==> src/design/ils_pkg.sv <==
// shared types and constants of the indexed list store
`timescale 1ns / 1ps

package ils_pkg;

  // default list capacity
  localparam int ILS_CAPACITY = 256;

  // field widths
  localparam int ILS_WORD_W  = 32;
  localparam int ILS_POS_W   = 8;
  localparam int ILS_IDX_W   = 9;
  localparam int ILS_IN_W    = 56;
  localparam int ILS_OUT_W   = 56;

  // found index when the value is absent
  localparam logic signed [ILS_IDX_W-1:0] ILS_NOT_FOUND = '1;

  // operation codes
  typedef enum logic [2:0] {
    OP_APPEND       = 3'd0,
    OP_INSERT       = 3'd1,
    OP_REMOVE_AT    = 3'd2,
    OP_READ         = 3'd3,
    OP_WRITE        = 3'd4,
    OP_SWAP         = 3'd5,
    OP_FIND_LAST    = 3'd6,
    OP_REMOVE_VALUE = 3'd7
  } ils_op_t;

  // sequencer states
  typedef enum logic [9:0] {
    S_IDLE     = 10'b00_0000_0001,
    S_READ     = 10'b00_0000_0010,
    S_SHIFT_UP = 10'b00_0000_0100,
    S_PUT      = 10'b00_0000_1000,
    S_SHIFT_DN = 10'b00_0001_0000,
    S_SWAP_A   = 10'b00_0010_0000,
    S_SWAP_B   = 10'b00_0100_0000,
    S_SWAP_W   = 10'b00_1000_0000,
    S_FIND     = 10'b01_0000_0000,
    S_DONE     = 10'b10_0000_0000
  } ils_state_t;

  // finished result handed from the sequencer to the output register
  typedef struct packed {
    logic                        valid;
    logic                        ok;
    logic signed [ILS_WORD_W-1:0] read_value;
    logic signed [ILS_IDX_W-1:0]  found_index;
    logic [ILS_IDX_W-1:0]         entry_count;
  } ils_res_t;

endpackage

==> src/design/ils_ctrl.sv <==
// sequencer that walks the list one entry per cycle through the ram ports
`timescale 1ns / 1ps

module ils_ctrl import ils_pkg::*; #(
  parameter int CAPACITY = ILS_CAPACITY,
  localparam int ADDR_W = $clog2(CAPACITY),
  localparam int CNT_W  = $clog2(CAPACITY + 1)
) (
  input  logic                         clk,
  input  logic                         rst,
  // request word
  input  logic                         req_valid,
  output logic                         req_ready,
  input  ils_op_t                      req_op,
  input  logic [ILS_POS_W-1:0]         req_pos,
  input  logic [ILS_POS_W-1:0]         req_pos2,
  input  logic signed [ILS_WORD_W-1:0] req_word,
  // result
  input  logic                         out_free,
  output ils_res_t                     res,
  // ram ports
  output logic                         mem_wr_en,
  output logic [ADDR_W-1:0]            mem_wr_addr,
  output logic [ILS_WORD_W-1:0]        mem_wr_data,
  output logic                         mem_rd_en,
  output logic [ADDR_W-1:0]            mem_rd_addr,
  input  logic [ILS_WORD_W-1:0]        mem_rd_data
);

  localparam int CMP_W = ((CNT_W > ILS_POS_W) ? CNT_W : ILS_POS_W) + 1;

  ils_state_t                  state, state_next;
  logic [CNT_W-1:0]            cnt, cnt_next;
  logic [CNT_W-1:0]            idx, idx_next;
  ils_op_t                     op_r;
  logic [ILS_POS_W-1:0]        pos_r, pos2_r;
  logic [ILS_WORD_W-1:0]       word_r;
  logic [ILS_WORD_W-1:0]       tmp, tmp_next;
  logic                        ok, ok_next;
  logic signed [ILS_WORD_W-1:0] rd_val, rd_val_next;
  logic signed [ILS_IDX_W-1:0] found, found_next;

  logic take;
  logic pos_ok, pos2_ok, not_full, match;

  assign req_ready = (state == S_IDLE);
  assign take      = req_valid && req_ready;

  // range checks against the current fill count
  assign pos_ok   = CMP_W'(req_pos) < CMP_W'(cnt);
  assign pos2_ok  = CMP_W'(req_pos2) < CMP_W'(cnt);
  assign not_full = CMP_W'(cnt) < CMP_W'(CAPACITY);
  assign match    = (mem_rd_data == word_r);

  // next state and ram port control
  always_comb begin
    state_next  = state;
    cnt_next    = cnt;
    idx_next    = idx;
    tmp_next    = tmp;
    ok_next     = ok;
    rd_val_next = rd_val;
    found_next  = found;
    mem_wr_en   = 1'b0;
    mem_wr_addr = '0;
    mem_wr_data = mem_rd_data;
    mem_rd_en   = 1'b0;
    mem_rd_addr = '0;
    res         = '0;

    unique case (state)
      S_IDLE: begin
        if (take) begin
          ok_next     = 1'b0;
          rd_val_next = '0;
          found_next  = ILS_NOT_FOUND;
          state_next  = S_DONE;
          unique case (req_op)
            OP_APPEND: begin
              if (not_full) begin
                mem_wr_en   = 1'b1;
                mem_wr_addr = ADDR_W'(cnt);
                mem_wr_data = req_word;
                cnt_next    = cnt + CNT_W'(1);
                ok_next     = 1'b1;
              end
            end
            OP_INSERT: begin
              if (pos_ok && not_full) begin
                mem_rd_en   = 1'b1;
                mem_rd_addr = ADDR_W'(cnt - CNT_W'(1));
                idx_next    = cnt;
                state_next  = S_SHIFT_UP;
              end
            end
            OP_REMOVE_AT: begin
              if (pos_ok) begin
                if (CMP_W'(req_pos) + CMP_W'(1) == CMP_W'(cnt)) begin
                  cnt_next = cnt - CNT_W'(1);
                  ok_next  = 1'b1;
                end else begin
                  mem_rd_en   = 1'b1;
                  mem_rd_addr = ADDR_W'(CMP_W'(req_pos) + CMP_W'(1));
                  idx_next    = CNT_W'(req_pos);
                  state_next  = S_SHIFT_DN;
                end
              end
            end
            OP_READ: begin
              if (pos_ok) begin
                mem_rd_en   = 1'b1;
                mem_rd_addr = ADDR_W'(req_pos);
                state_next  = S_READ;
              end
            end
            OP_WRITE: begin
              if (pos_ok) begin
                mem_wr_en   = 1'b1;
                mem_wr_addr = ADDR_W'(req_pos);
                mem_wr_data = req_word;
                ok_next     = 1'b1;
              end
            end
            OP_SWAP: begin
              if (pos_ok && pos2_ok) begin
                mem_rd_en   = 1'b1;
                mem_rd_addr = ADDR_W'(req_pos);
                state_next  = S_SWAP_A;
              end
            end
            OP_FIND_LAST, OP_REMOVE_VALUE: begin
              if (cnt != '0) begin
                mem_rd_en   = 1'b1;
                mem_rd_addr = ADDR_W'(cnt - CNT_W'(1));
                idx_next    = cnt - CNT_W'(1);
                state_next  = S_FIND;
              end
            end
            default: begin
              state_next = S_DONE;
            end
          endcase
        end
      end
      S_READ: begin
        rd_val_next = mem_rd_data;
        ok_next     = 1'b1;
        state_next  = S_DONE;
      end
      // move entry idx-1 up to idx, walking down to the insert point
      S_SHIFT_UP: begin
        mem_wr_en   = 1'b1;
        mem_wr_addr = ADDR_W'(idx);
        if (CMP_W'(idx) == CMP_W'(pos_r) + CMP_W'(1)) begin
          state_next = S_PUT;
        end else begin
          mem_rd_en   = 1'b1;
          mem_rd_addr = ADDR_W'(idx - CNT_W'(2));
          idx_next    = idx - CNT_W'(1);
        end
      end
      S_PUT: begin
        mem_wr_en   = 1'b1;
        mem_wr_addr = ADDR_W'(pos_r);
        mem_wr_data = word_r;
        cnt_next    = cnt + CNT_W'(1);
        ok_next     = 1'b1;
        state_next  = S_DONE;
      end
      // move entry idx+1 down to idx, walking up to the end
      S_SHIFT_DN: begin
        mem_wr_en   = 1'b1;
        mem_wr_addr = ADDR_W'(idx);
        if (CMP_W'(idx) + CMP_W'(2) == CMP_W'(cnt)) begin
          cnt_next   = cnt - CNT_W'(1);
          ok_next    = 1'b1;
          state_next = S_DONE;
        end else begin
          mem_rd_en   = 1'b1;
          mem_rd_addr = ADDR_W'(idx + CNT_W'(2));
          idx_next    = idx + CNT_W'(1);
        end
      end
      S_SWAP_A: begin
        tmp_next    = mem_rd_data;
        mem_rd_en   = 1'b1;
        mem_rd_addr = ADDR_W'(pos2_r);
        state_next  = S_SWAP_B;
      end
      S_SWAP_B: begin
        mem_wr_en   = 1'b1;
        mem_wr_addr = ADDR_W'(pos_r);
        state_next  = S_SWAP_W;
      end
      S_SWAP_W: begin
        mem_wr_en   = 1'b1;
        mem_wr_addr = ADDR_W'(pos2_r);
        mem_wr_data = tmp;
        ok_next     = 1'b1;
        state_next  = S_DONE;
      end
      // scan from the top down for the value
      S_FIND: begin
        if (match) begin
          found_next = ILS_IDX_W'(idx);
          ok_next    = 1'b1;
          state_next = S_DONE;
          if (op_r == OP_REMOVE_VALUE) begin
            if (CMP_W'(idx) + CMP_W'(1) == CMP_W'(cnt)) begin
              cnt_next = cnt - CNT_W'(1);
            end else begin
              mem_rd_en   = 1'b1;
              mem_rd_addr = ADDR_W'(idx + CNT_W'(1));
              state_next  = S_SHIFT_DN;
            end
          end
        end else if (idx == '0) begin
          state_next = S_DONE;
        end else begin
          mem_rd_en   = 1'b1;
          mem_rd_addr = ADDR_W'(idx - CNT_W'(1));
          idx_next    = idx - CNT_W'(1);
        end
      end
      S_DONE: begin
        if (out_free) begin
          res.valid       = 1'b1;
          res.ok          = ok;
          res.read_value  = rd_val;
          res.found_index = found;
          res.entry_count = ILS_IDX_W'(cnt);
          state_next      = S_IDLE;
        end
      end
      default: begin
        state_next = S_IDLE;
      end
    endcase
  end

  // control state
  always_ff @(posedge clk) begin
    if (rst) begin
      state <= S_IDLE;
      cnt   <= '0;
    end else begin
      state <= state_next;
      cnt   <= cnt_next;
    end
  end

  // request capture and working registers
  always_ff @(posedge clk) begin
    if (take) begin
      op_r   <= req_op;
      pos_r  <= req_pos;
      pos2_r <= req_pos2;
      word_r <= req_word;
    end
    idx    <= idx_next;
    tmp    <= tmp_next;
    ok     <= ok_next;
    rd_val <= rd_val_next;
    found  <= found_next;
  end

endmodule

==> config.mk <==
export PLATFORM = sky130hd
export DESIGN_NAME = ils_ctrl
export DESIGN_NICKNAME = d
export VERILOG_FILES = /design/src/design/ils_pkg.sv /design/src/design/ils_ctrl.sv
export SDC_FILE = /design/constraint.sdc
export NUM_CORES = 1
export LEC_CHECK = 0
export BUFFER_PORTS_ARGS = -buffer_cell sky130_fd_sc_hd__buf_2
export CAP_MARGIN = 20
export CORE_ASPECT_RATIO = 0.6
export CORE_MARGIN = 2
export CORE_UTILIZATION = 35
export CTS_BUF_LIST = sky130_fd_sc_hd__clkbuf_8 sky130_fd_sc_hd__clkbuf_16
export DETAILED_ROUTE_END_ITERATION = 8
export SETUP_SLACK_MARGIN = 0.1
export SLEW_MARGIN = 20
export SYNTH_ARGS = -nofsm -noshare
export SYNTH_HDL_FRONTEND = slang
export SYNTH_SLANG_ARGS = --single-unit
==> constraint.sdc <==
create_clock -name clk -period 4 [get_ports clk]
set_input_delay 0 -clock clk [delete_from_list [all_inputs] [get_ports clk]]
set_output_delay 0 -clock clk [all_outputs]
set_load 0.005 [all_outputs]
==> Word level (Yosys, flattened, before mapping) <==
Cells that the tools add are included.
{ "classes": {"bitwise": 0, "muxes": 94, "n_shift": 0, "n_eq_ne": 43, "add_sub_neg": 10, "div": 0, "n_mul": 0, "order_cmp": 3, "n_reduce_logical": 22} }
{ "op_table": {"columns": ["operator", "n"], "rows": [
  ["9-bit 2-to-1 mux", 19],
  ["10-bit 2-to-1 mux", 14],
  ["32-bit 2-to-1 mux", 4],
  ["32-bit one-hot mux with 2 select lines", 2],
  ["8-bit 2-to-1 mux", 15],
  ["52-bit 2-to-1 mux", 2],
  ["32-bit one-hot mux with 3 select lines", 1],
  ["10-bit one-hot mux with 8 select lines", 1],
  ["8-bit one-hot mux with 5 select lines", 2],
  ["9-bit one-hot mux with 4 select lines", 2],
  ["10-bit one-hot mux with 5 select lines", 1],
  ["9-bit one-hot mux with 2 select lines", 2],
  ["32-bit == test", 1],
  ["8-bit one-hot mux with 4 select lines", 1],
  ["10-bit by 9-bit == test with 1-bit output", 3],
  ["9-bit one-hot mux with 3 select lines", 1],
  ["3-bit inequality test (second input constant)", 7],
  ["1-bit 2-to-1 mux", 20],
  ["2-bit inequality test (second input constant)", 10],
  ["8-bit by 1-bit adder with 9-bit output (second input constant)", 2],
  ["9-bit by 1-bit adder with 9-bit output (second input constant)", 2],
  ["8-bit by 9-bit less-than comparator with 1-bit output", 2],
  ["9-bit by 1-bit subtractor with 9-bit output (second input constant)", 2],
  ["8-bit one-hot mux with 2 select lines", 1],
  ["41 further kinds", 55]
]} }
{ "word_totals": {"regBits": 153, "mem_bits_ro": 0, "output_inout_bits": 103, "mem_count": 0, "latchBits": 0, "ramBits": 0, "wordCells": 183} }

==> Logic depth before layout (Yosys ltp) <==
Gate-level depths: netlist (run 1).
{ "logic_depth": {"word_depth": 7, "ltp_mapped": 14} }

==> Worst setup path before layout (run 1) <==
No wires, ideal clock.
{ "synth_timing": {"path_kind": "register to register", "startpoint": "register cnt[4]", "endpoint": "register idx[0] (enable)", "required_ns": 3.613, "stages_incl_launch_ff": 12, "n_path_buf": 1, "slack_ns": 0.530, "arrival_ns": 3.084, "period_less_slack_ns": 3.470, "path_cell_list": "dfxtp_1 -> clkbuf_1 -> inv_1 -> ha_1 -> a22o_1 -> nor4_1 -> a211oi_1 -> nor2_1 -> o21ai_2 -> nand2_1 -> a21oi_1 -> nor3_1"} }
{ "synth_via": {"elab_chain_cells": 4} }
{ "synth_lines": {"columns": ["item", "line", "source"], "rows": [
  ["from (decl)", "ils_ctrl.sv:33", "logic [CNT_W-1:0] cnt, cnt_next;"],
  ["from (signal assigned)", "ils_ctrl.sv:248", "cnt <= cnt_next;"],
  ["8-bit by 9-bit less-than comparator with 1-bit output / 9-bit less-than comparator (equally long branches)", "ils_ctrl.sv:50, ils_ctrl.sv:52", null],
  ["1-bit logical AND", "ils_ctrl.sv:89", "if (pos_ok && not_full) begin"],
  ["3-bit inequality test (no line)", null, null],
  ["11-bit AND reduction (no line) *", null, null],
  ["to (signal assigned)", "ils_ctrl.sv:260", "idx <= idx_next;"],
  ["to (decl)", "ils_ctrl.sv:34", "logic [CNT_W-1:0] idx, idx_next;"]
]} }
Mark *: on every way between the ends. The rest lies on a longest branch, timed or not.
A chain may end at the register's enable or synchronous reset.

==> Worst setup path in the final report (run 1) <==
{ "layout_timing": {"startpoint": "register idx[1]", "endpoint": "output mem_rd_en"} }
{ "layout_via": {"elab_chain_cells": 6} }
{ "layout_lines": {"columns": ["item", "line", "source"], "rows": [
  ["9-bit by 1-bit adder with 10-bit output", "ils_ctrl.sv:209", "if (CMP_W'(idx) + CMP_W'(1) == CMP_W'(cnt)) begin"],
  ["10-bit by 9-bit == test with 1-bit output", "ils_ctrl.sv:209", null],
  ["1-bit 2-to-1 mux", "ils_ctrl.sv:209", null],
  ["1-bit 2-to-1 mux", "ils_ctrl.sv:208", "if (op_r == OP_REMOVE_VALUE) begin"],
  ["1-bit 2-to-1 mux", "ils_ctrl.sv:204", "if (match) begin"],
  ["1-bit one-hot mux with 5 select lines *", "ils_ctrl.sv:71", "unique case (state)"],
  ["to (decl)", "ils_ctrl.sv:25", "output logic mem_rd_en,"]
]} }
Marked as above.

==> results of run 1 <==
==> layout make-up <==
| class | count | area share (%) |
|---|---|---|
| Antenna cell | 1 | 0.0190 |
| Tap cell | 375 | 3.56 |
| Clock buffer | 22 | 4.18 |
| Multi-Input combinational cell | 799 | 41.1 |
| Sequential cell | 153 | 33.4 |
| Inverter | 25 | 0.721 |
| Clock inverter | 10 | 0.531 |
| Timing Repair Buffer | 324 | 16.5 |
==> flip-flops by register name, indices dropped and copies added (netlist names) <==
signal	cells
tmp	32
found	9
word_r	32
rd_val	32
pos_r	8
op_r	3
cnt	9
idx	9
ok	1
pos2_r	8
state	10
==> Yosys cell counts, types with 4 or more instances <==
cell type / instances
a21o_1: 8
or2_2: 9
a221oi_1: 6
nand3_1: 25
o21ai_0: 42
a211oi_1: 10
a21oi_1: 44
and3_1: 7
or3_1: 11
a22oi_1: 11
nor4b_1: 4
nor3_1: 30
a31oi_1: 6
o31ai_1: 5
xor2_1: 23
and2_1: 92
or4_1: 4
nor4_1: 10
dfxtp_1: 19
inv_1: 23
nor2_1: 49
a22o_1: 10
ha_1: 24
a31o_2: 5
o22ai_1: 9
nand2b_1: 6
o211ai_1: 9
buf_4: 7
clkbuf_1: 43
buf_1: 4
nor2b_1: 9
buf_6: 7
nand2_1: 120
o221ai_1: 5
edfxtp_1: 134
buf_2: 10
and4_1: 4
nand4_1: 19
xnor2_1: 62
a222oi_1: 37
==> logic make-up after synthesis <==
| kind of cell | share of synthesized area [%] |
|---|---|
| compound gates | 18.9 |
| xor+xnor | 7.50 |
| fa+ha+maj | 2.94 |
| buf+inv | 4.43 |
| flops | 43.1 |
| mux | 0.416 |
| simple gates | 22.8 |
==> layer usage <==
| layer | track usage, % | up-vias | routed length (um) |
|---|---|---|---|
| met3 | 7.20 | 66 | 4980 |
| li1 | - | 4515 | - |
| met5 | 0 | - | 0 |
| met4 | 5.00 | 0 | 633 |
| met2 | 33.2 | 687 | 15300 |
| met1 | 40.6 | 4864 | 18700 |
==> worst max-delay path, cell delays in order, from the launching register on <==
cell	delay, ns
edfxtp_1	0.55
inv_1	0.20
ha_1	0.36
xor2_1	0.15
nor3_1	0.28
o211ai_1	0.20
nor4_4	0.39
a21o_1	0.26
and2_1	0.23
nand2_1	0.14
or4b_1	0.54
buf_2	0.16
==> per-stage QoR <==
stage / setup WS, ns / power (mW)
after floorplan: 0.530 / 2.86
after global placement: 0.401 / 3.36
after detailed placement: 0.359 / 3.37
after CTS: 0.130 / 5.12
after global routing: 0.0752 / 5.33
final: 0.0980 / 5.13
==> cell usage in the layout, fill, tap and decap left out, types with 11 or more instances in the layout <==
| cell | netlist | routed |
|---|---|---|
| buf_2 | 10 | 189 |
| edfxtp_1 | 134 | 134 |
| nand2_1 | 120 | 120 |
| and2_1 | 92 | 92 |
| dlygate4sd3_1 | 0 | 85 |
| xnor2_1 | 62 | 62 |
| buf_4 | 7 | 50 |
| nor2_1 | 49 | 49 |
| a21oi_1 | 44 | 44 |
| o21ai_0 | 42 | 42 |
| a222oi_1 | 37 | 37 |
| nor3_1 | 30 | 30 |
| inv_1 | 23 | 25 |
| nand3_1 | 25 | 25 |
| ha_1 | 24 | 24 |
| xor2_1 | 23 | 23 |
| clkbuf_16 | 0 | 22 |
| nand4_1 | 19 | 19 |
| dfxtp_1 | 19 | 19 |
| or3_1 | 11 | 11 |
| a22oi_1 | 11 | 11 |
==> power by group through the flow <==
| stage | Clock, mW | Combinational (mW) | Sequential, mW |
|---|---|---|---|
| 6_report | 1.68 | 1.28 | 2.18 |
| 5_1_grt | 1.77 | 1.37 | 2.20 |
| 4_1_cts | 1.71 | 1.24 | 2.17 |
| 3_5_place_dp | 0 | 1.17 | 2.20 |
| 3_3_place_gp | 0 | 1.16 | 2.20 |
| 2_1_floorplan | 0 | 0.732 | 2.13 |
==> final timing paths <==
| check | from | end | slack [ns] | depth (start not counted) |
|---|---|---|---|---|
| worst min-delay path | out_free | state[0] | 0.18 | 3 |
| worst max register to register | idx[1] | cnt[4] | 0.43 | 12 |
| worst min register to register | state[6] | state[7] | 0.64 | 2 |
| worst max-delay path | idx[1] | mem_rd_en | 0.1 | 11 |
==> repair_timing <==
action	4_1_cts	5_1_grt
hold endpoints to repair	124	0
pin swaps	1	0
hold buffers	85	0
setup endpoints to repair	1	34
gates resized for setup	1	2
setup buffers	2	3
==> impl_metrics.csv, run 1 <==
group,metric,value,unit
status,status,"completed",
timing,clock_skew,0.00954,ns
cts,cts_tree,"built",
worst_setup_path,crit_path_end_kind,"primary output",
run,max_cap_violations,0,
global_route,grt_max_degree,37,
timing,setup-violations-final,0,
synthesis,synthesis.nets,1159,
routing,wirelength,39700,um
routing,drc,0,
routing,drt-initial-drc-count,1379,
die,ios,190,
timing,rsz0062_at_grt,"true",
timing,fin_crit_sh,97.5,%
cts,cts_root_buf,"clkbuf_16",
synthesis,synth_top_flop_cell,"edfxtp_1",
pwr,switching_share,32.3,%
final_layout,multi_input_area,0.00542,sq mm
die,fp.coreArea,0.0288,sq mm
timing,fmax,0.256,GHz
pwr,clock_power_share,32.7,%
timing,worst_pin_slew,0.825,ns
synthesis,synth_edf_count,134,
cts,cts.clk_slew.worst_paths,0.07,ns
timing,fin_setup_tns,0,ns
synthesis,async_flop_share,0,%
timing,period_needed,3.90,ns
synthesis,yosysWarnings,0,
pwr,comb_power_share,24.9,%
global_route,grt_overflow_total,0,
placement,dp.cells,1586,
cts,cts_made_buffers,17,
timing,relSlewSlack,45.0,%
timing,drv_slew,0,
placement,io_buffers,189,
pwr,power_switching,1.66,mW
die,rows,48,
synthesis,synthDistinctLibCells,96,
synthesis,synth_top_area_share,39.3,%
routing,vias_per_cell,5.93,
pwr,power_density,389,mW/mm^2
synthesis,yosys.area.top_type,"edfxtp_1",
global_route,antenna_found_initial,1,
die,fp.dieW,225,um
final_layout,final_net_count,1431,
placement,place_area,0.0117,sq mm
pwr,intPower,3.48,mW
hold_path,min_path_type,"input port to register",
synthesis,syn_inst,1048,
routing,num_vias,10100,
routing,ant_nets,0,
worst_setup_path,arrival,3.90,ns
placement,place.gp.congestion,1.04,
die,die-height,136,um
cts,htreeDepth,4,
timing,hold_viol,0,
synthesis,ys_ff_latch,153,
synthesis,avgSynthCellArea,9.76,sq um
final_layout,fin_area,0.0132,sq mm
global_route,grt_use_total,25.5,%
cts,cts.sinks,153,
final_layout,post-route-util,45.8,%
final_layout,final-seq-area,0.00440,sq mm
worst_setup_path,path_class,"register to primary output",
synthesis,synth_seq_area_share,43.1,%
cts,cts.path.max_buffers,2,
synthesis,syn-cell-area,0.0102,sq mm
final_layout,drive_gt1_share,23.8,%
final_layout,fill_cells,2746,
cts,insertion_delay,0.44,ns
final_layout,fin_cells,1709,
worst_setup_path,crit_path_start_kind,"register",
die,dieArea,0.0307,sq mm
pwr,leakage,5.23,nW
die,initial_core_util,35.6,%
worst_setup_path,crit_fanout,9,
timing,hold_ws,0.180,ns
final_layout,syn_to_final_growth,28.9,%
routing,post_drt_wl_per_cell,23.2,um
pwr,max-vdd-ir-drop,0.246,mV
global_route,grt_pass1_wl,57800,um
global_route,grt_pass1_vias,9062,
routing,first_pass_iters,6,
worst_setup_path,cp.required,4.00,ns
placement,hpwlAfterDp,29000,um
pwr,p_seq_share,42.5,%
synthesis,ys_top_cells_by_area,"edfxtp_1 39%, and2_1 5.6%, xnor2_1 5.3%, nand2_1 4.4%, dfxtp_1 3.7%",
Note: power is estimated with default switching activity, not from simulation.
==> inputs of run 2 (changes only) <==
--- a/config.mk
+++ b/config.mk
@@ -12,6 +12,7 @@
 export CORE_UTILIZATION = 35
 export CTS_BUF_LIST = sky130_fd_sc_hd__clkbuf_8 sky130_fd_sc_hd__clkbuf_16
 export DETAILED_ROUTE_END_ITERATION = 8
+export REMOVE_ABC_BUFFERS = 1
 export SETUP_SLACK_MARGIN = 0.1
 export SLEW_MARGIN = 20
 export SYNTH_ARGS = -nofsm -noshare
==> impl_metrics.csv, run 2 (synthesis results as in run 1) <==
group,metric,value,unit
worst_setup_path,arrival,3.77,ns
timing,fin_crit_sh,94.2,%
worst_setup_path,crit_path_start_kind,"register",
final_layout,syn_to_final_growth,29.2,%
placement,hpwlAfterDp,28700,um
timing,period_needed,3.77,ns
pwr,power_switching,1.69,mW
global_route,grt_pass1_vias,9205,
hold_path,whs_endpoint,"state[0]",
timing,hold_viol,0,
worst_setup_path,crit_fanout,6,
cts,cts.sinks,153,
cts,cts_made_buffers,17,
final_layout,top_regs,"rd_val: 32 flops, tmp: 32 flops, word_r: 32 flops",
global_route,grt_use_total,25.5,%
die,ios,190,
final_layout,mostFrequentLayoutCell,"buf_2",
final_layout,mostFrequentLayoutCells,"189 x buf_2, 134 x edfxtp_1, 120 x nand2_1",
final_layout,final_net_count,1439,
routing,post_drt_wl_per_cell,23.0,um
final_layout,fin_area,0.0132,sq mm
worst_setup_path,path_class,"register to primary output",
timing,fmax,0.265,GHz
placement,place.gp.congestion,0.971,
pwr,switching_share,33.3,%
die,die-height,136,um
global_route,grt_overflow_total,0,
timing,worst_pin_slew,0.761,ns
pwr,leakage,5.24,nW
global_route,antenna_found_initial,0,
pwr,intPower,3.38,mW
hold_path,min_path_type,"input port to register",
worst_setup_path,regToRegStartpoint,"cnt[6]",
hold_path,hp-start,"out_free",
final_layout,post-route-util,46.0,%
timing,relSlewSlack,49.2,%
routing,num_vias,9893,
timing,clock_skew,0.0148,ns
die,fp.dieW,225,um
routing,vias_per_cell,5.77,
placement,place_area,0.0117,sq mm
worst_setup_path,r2r_slack,0.58,ns
routing,drt-initial-drc-count,1285,
timing,setup-violations-final,0,
global_route,grt_max_degree,43,
worst_setup_path,reg2reg_to,"idx[4]",
timing,drv_slew,0,
final_layout,drive_gt1_share,24.5,%
die,fp.coreArea,0.0288,sq mm
die,initial_core_util,35.6,%
pwr,comb_power_share,24.9,%
worst_setup_path,r2r_cells,12,
pwr,max-vdd-ir-drop,0.268,mV
cts,cts.path.max_buffers,2,
cts,cts_tree,"built",
routing,wirelength,39500,um
status,status,"completed",
worst_setup_path,cp.required,4.00,ns
placement,io_buffers,189,
routing,ant_nets,0,
cts,htreeDepth,4,
routing,first_pass_iters,9,
hold_path,min_path_cells,3,
cts,cts_root_buf,"clkbuf_16",
die,dieArea,0.0307,sq mm
final_layout,antenna_cells,0,
pwr,power_density,383,mW/mm^2
pwr,power,5.07,mW
run,max_cap_violations,0,
timing,rsz0062_at_grt,"true",
cts,cts.clk_slew.worst_paths,0.07,ns
routing,drc,0,
worst_setup_path,crit_path_end_kind,"primary output",
cts,insertion_delay,0.44,ns
global_route,grt_pass1_wl,57600,um
pwr,p_seq_share,42.9,%
pwr,clock_power_share,32.2,%
die,rows,48,
[run 2: changes by cell type in the layout (fill, tap and decap cells not counted), moves of 2 or more]
cell	delta
buf_4	+7
clkbuf_16	-5
clkinvlp_4	+5
inv_4	-3
inv_8	+3
inv_1	-2
[run 2: repair_timing]
action | in CTS | in global routing
pin swaps | 1 | 1
buffers inserted | 0 | 8
hold endpoints to repair | 126 | 0
hold buffers | 85 | 0
resized for setup | 2 | 4
setup endpoints to repair | 25 | 9
[run 2: stage by stage]
stage | cells | hold slack, ns | TNS, ns | setup WS, ns
final | 1716 | 0.179 | 0 | 0.232
after global routing | 1716 | 0.210 | 0 | 0.0550
after CTS | 1708 | 0.152 | 0 | 0.115
after detailed placement | 1591 | 0.196 | 0 | 0.303
after global placement | 1591 | 0.192 | 0 | 0.321
after floorplan | 977 | 0.0646 | -63.73 | -1.80
[run 2: worst max-delay path by stage]
stage,startpoint,to,slack [ns],depth (start not counted)
global route,cnt[6],mem_rd_addr[2],0.05,12
CTS,idx[1],mem_rd_en,0.12,11
floorplan,state[2],mem_rd_addr[3],-1.80,5
global placement,cnt[6],idx[0],0.32,12
finish,idx[2],mem_rd_en,0.23,11
detailed placement,cnt[6],idx[3],0.30,12
[run 2: layout make-up]
| cell class | count | area [sq um] |
|---|---|---|
| Clock buffer | 17 | 425 |
| Clock inverter | 15 | 161 |
| Fill cell | 2730 | 15500 |
| Inverter | 25 | 95.1 |
| Multi-Input combinational cell | 799 | 5430 |
| Sequential cell | 153 | 4410 |
| Tap cell | 375 | 469 |
| Timing Repair Buffer | 332 | 2240 |
[run 2: worst max-delay path, stage by stage (launching register included)]
cell,delay (ns)
edfxtp_1,0.49
inv_1,0.24
ha_1,0.31
xor2_1,0.17
nor3_1,0.31
o211ai_1,0.20
nor4_4,0.32
a21o_1,0.29
and2_1,0.21
nand2_1,0.09
or4b_1,0.54
buf_2,0.16
[run 2: metal layers]
metal | track usage, % | up-vias | part of all wire [%]
met3 | 7.07 | 57 | 11
met4 | 7.65 | 0 | 2.1
met2 | 33.7 | 559 | 39
met5 | 0 | - | 0
met1 | 39.1 | 4743 | 47
li1 | - | 4534 | -
[run 2: power groups by stage]
stage / clock network [mW] / logic (mW) / registers [mW]
after CTS: 1.66 / 1.23 / 2.17
after floorplan: 0 / 0.667 / 2.15
after detailed placement: 0 / 1.16 / 2.20
after global routing: 1.72 / 1.36 / 2.19
final: 1.63 / 1.26 / 2.17
after global placement: 0 / 1.15 / 2.20
==> inputs of run 3 (changes only) <==
--- a/config.mk
+++ b/config.mk
@@ -9,9 +9,10 @@
 export CAP_MARGIN = 20
 export CORE_ASPECT_RATIO = 0.6
 export CORE_MARGIN = 2
-export CORE_UTILIZATION = 35
+export CORE_UTILIZATION = 50
 export CTS_BUF_LIST = sky130_fd_sc_hd__clkbuf_8 sky130_fd_sc_hd__clkbuf_16
 export DETAILED_ROUTE_END_ITERATION = 8
+export PLACE_DENSITY = 0.73
 export REMOVE_ABC_BUFFERS = 1
 export SETUP_SLACK_MARGIN = 0.1
 export SLEW_MARGIN = 20
==> impl_metrics.csv, run 3 (synthesis results as in run 1) <==
group,metric,value,unit
pwr,power_density,386,mW/mm^2
final_layout,mostFrequentLayoutCell,"buf_2",
die,rows,40,
cts,cts.sinks,153,
die,ios,190,
worst_setup_path,path_cells,"inv_1, ha_1, nor3b_2, and4_1, a21oi_1, a21oi_1, buf_4, nor2_1, a41o_1, o21ai_0, buf_4, o211ai_1, buf_2",
hold_path,min_path_type,"input port to register",
timing,hold_viol,0,
global_route,antenna_found_initial,0,
cts,cts.path.max_buffers,2,
timing,rsz0062_at_grt,"true",
routing,num_vias,10200,
worst_setup_path,cp.depth,13,
worst_setup_path,arrival,3.77,ns
final_layout,drive_gt1_share,24.2,%
placement,io_buffers,189,
worst_setup_path,slowest_delay,0.50,ns
worst_setup_path,regToRegStartpoint,"idx[1]",
die,fp.coreArea,0.0200,sq mm
routing,wirelength,36900,um
worst_setup_path,cp.buffers_inverters,4,
global_route,grt_max_degree,53,
routing,post_drt_wl_per_cell,22.9,um
global_route,grt_overflow_total,0,
cts,cts_root_buf,"clkbuf_16",
global_route,grt_pass1_wl,55000,um
routing,first_pass_iters,9,
status,status,"completed",
routing,vias_per_cell,6.32,
worst_setup_path,cp_slowest_cell,"nor3b_2",
pwr,max-vdd-ir-drop,0.336,mV
timing,relSlewSlack,35.6,%
timing,worst_pin_slew,0.965,ns
pwr,leakage,5.25,nW
hold_path,min_path_cells,3,
timing,clock_skew,0.0108,ns
global_route,grt_use_total,33.6,%
die,initial_core_util,51.1,%
final_layout,final-seq-area,0.00440,sq mm
final_layout,mostFrequentLayoutCells,"189 x buf_2, 134 x edfxtp_1, 120 x nand2_1",
final_layout,multi_input_area,0.00542,sq mm
cts,htreeDepth,4,
final_layout,top_regs,"rd_val: 32 flops, tmp: 32 flops, word_r: 32 flops",
timing,setup-violations-final,0,
worst_setup_path,crit_path_end_kind,"primary output",
worst_setup_path,r2r_cells,10,
final_layout,final_net_count,1439,
worst_setup_path,reg2reg_to,"cnt[7]",
placement,dp.cells,1488,
timing,fmax,0.265,GHz
worst_setup_path,r2r_slack,0.70,ns
run,max_cap_violations,0,
timing,fin_setup_tns,0,ns
timing,hold_ws,0.142,ns
worst_setup_path,path_class,"register to primary output",
worst_setup_path,cpLargestDelayFamily,"compound AO/OA/AOI/OAI gates",
die,die-height,115,um
die,fp.dieW,189,um
worst_setup_path,crit_path_end,"mem_rd_addr[4]",
placement,hpwlAfterDp,25900,um
cts,cts.clk_slew.worst_paths,0.07,ns
worst_setup_path,crit_path_start_kind,"register",
final_layout,syn_to_final_growth,28.0,%
global_route,grt_pass1_vias,9304,
die,dieArea,0.0217,sq mm
worst_setup_path,crit_fanout,9,
cts,cts_tree,"built",
routing,ant_nets,0,
final_layout,fill_cells,1588,
worst_setup_path,cp.required,4.00,ns
worst_setup_path,crit_start,"cnt[1]",
final_layout,fin_cells,1615,
placement,place.gp.congestion,0.969,
timing,fin_crit_sh,94.3,%
timing,period_needed,3.77,ns
cts,cts_made_buffers,17,
timing,drv_slew,0,
routing,drc,0,
routing,drt-initial-drc-count,1548,
cts,insertion_delay,0.44,ns
## run 3: changes by cell type in the layout (fill, tap and decap cells not counted), sizes merged
cell | before | now
bufinv | 1 | 2
clkbuf | 17 | 18
clkinv | 3 | 7
clkinvlp | 5 | 2
diode | 0 | 1
inv | 31 | 28
## run 3: repair_timing
action                     4_1_cts  5_1_grt
hold endpoints to repair       124        0
setup buffers                    1        8
gates resized for setup          1        3
setup endpoints to repair        1       36
hold buffers                    85        0
## run 3: worst min-delay path by stage
stage                 startpoint         end  slack (ns)
finish                  out_free    state[0]        0.14
global route            out_free    state[0]        0.13
CTS                     out_free    state[0]        0.12
detailed placement  req_word[21]  word_r[21]        0.19
global placement     req_word[3]   word_r[3]        0.19
floorplan                    rst      cnt[1]        0.06
## run 3: layout make-up
| type | count | share of cell area (%) |
|---|---|---|
| Multi-Input combinational cell | 799 | 41.4 |
| Sequential cell | 153 | 33.6 |
| Timing Repair Buffer | 332 | 17.1 |
| Clock buffer | 18 | 3.35 |
| Tap cell | 273 | 2.61 |
| Clock inverter | 14 | 1.11 |
| Inverter | 25 | 0.726 |
| Antenna cell | 1 | 0.0191 |
## run 3: tightest hold or removal path: stages
cell      delay [ns]
buf_2           0.09
and4b_1         0.21
o21bai_1        0.22
## run 3: through the flow
step	setup WS [ns]	area (sq um)	total power [mW]	utilization [%]
6_report	0.228	13100	5.06	65.4
4_1_cts	0.110	13000	5.01	65.0
3_5_place_dp	0.378	11600	3.33	57.8
5_1_grt	0.0766	13100	5.23	65.4
3_3_place_gp	0.339	11600	3.32	57.8
2_1_floorplan	-1.80	9870	2.82	-
## run 3: layer usage
layer  share of wire [%]  GRT usage (%)
met1                  44           50.5
met3                  14           10.4
met5                   0              0
met2                  40           45.9
met4                 2.2           10.2
## run 3: power breakdown
part	leakage (nW)	internal [mW]	switching, mW
combinational	3.57	0.483	0.767
sequential	1.39	2.02	0.166
clock	0.286	0.936	0.689
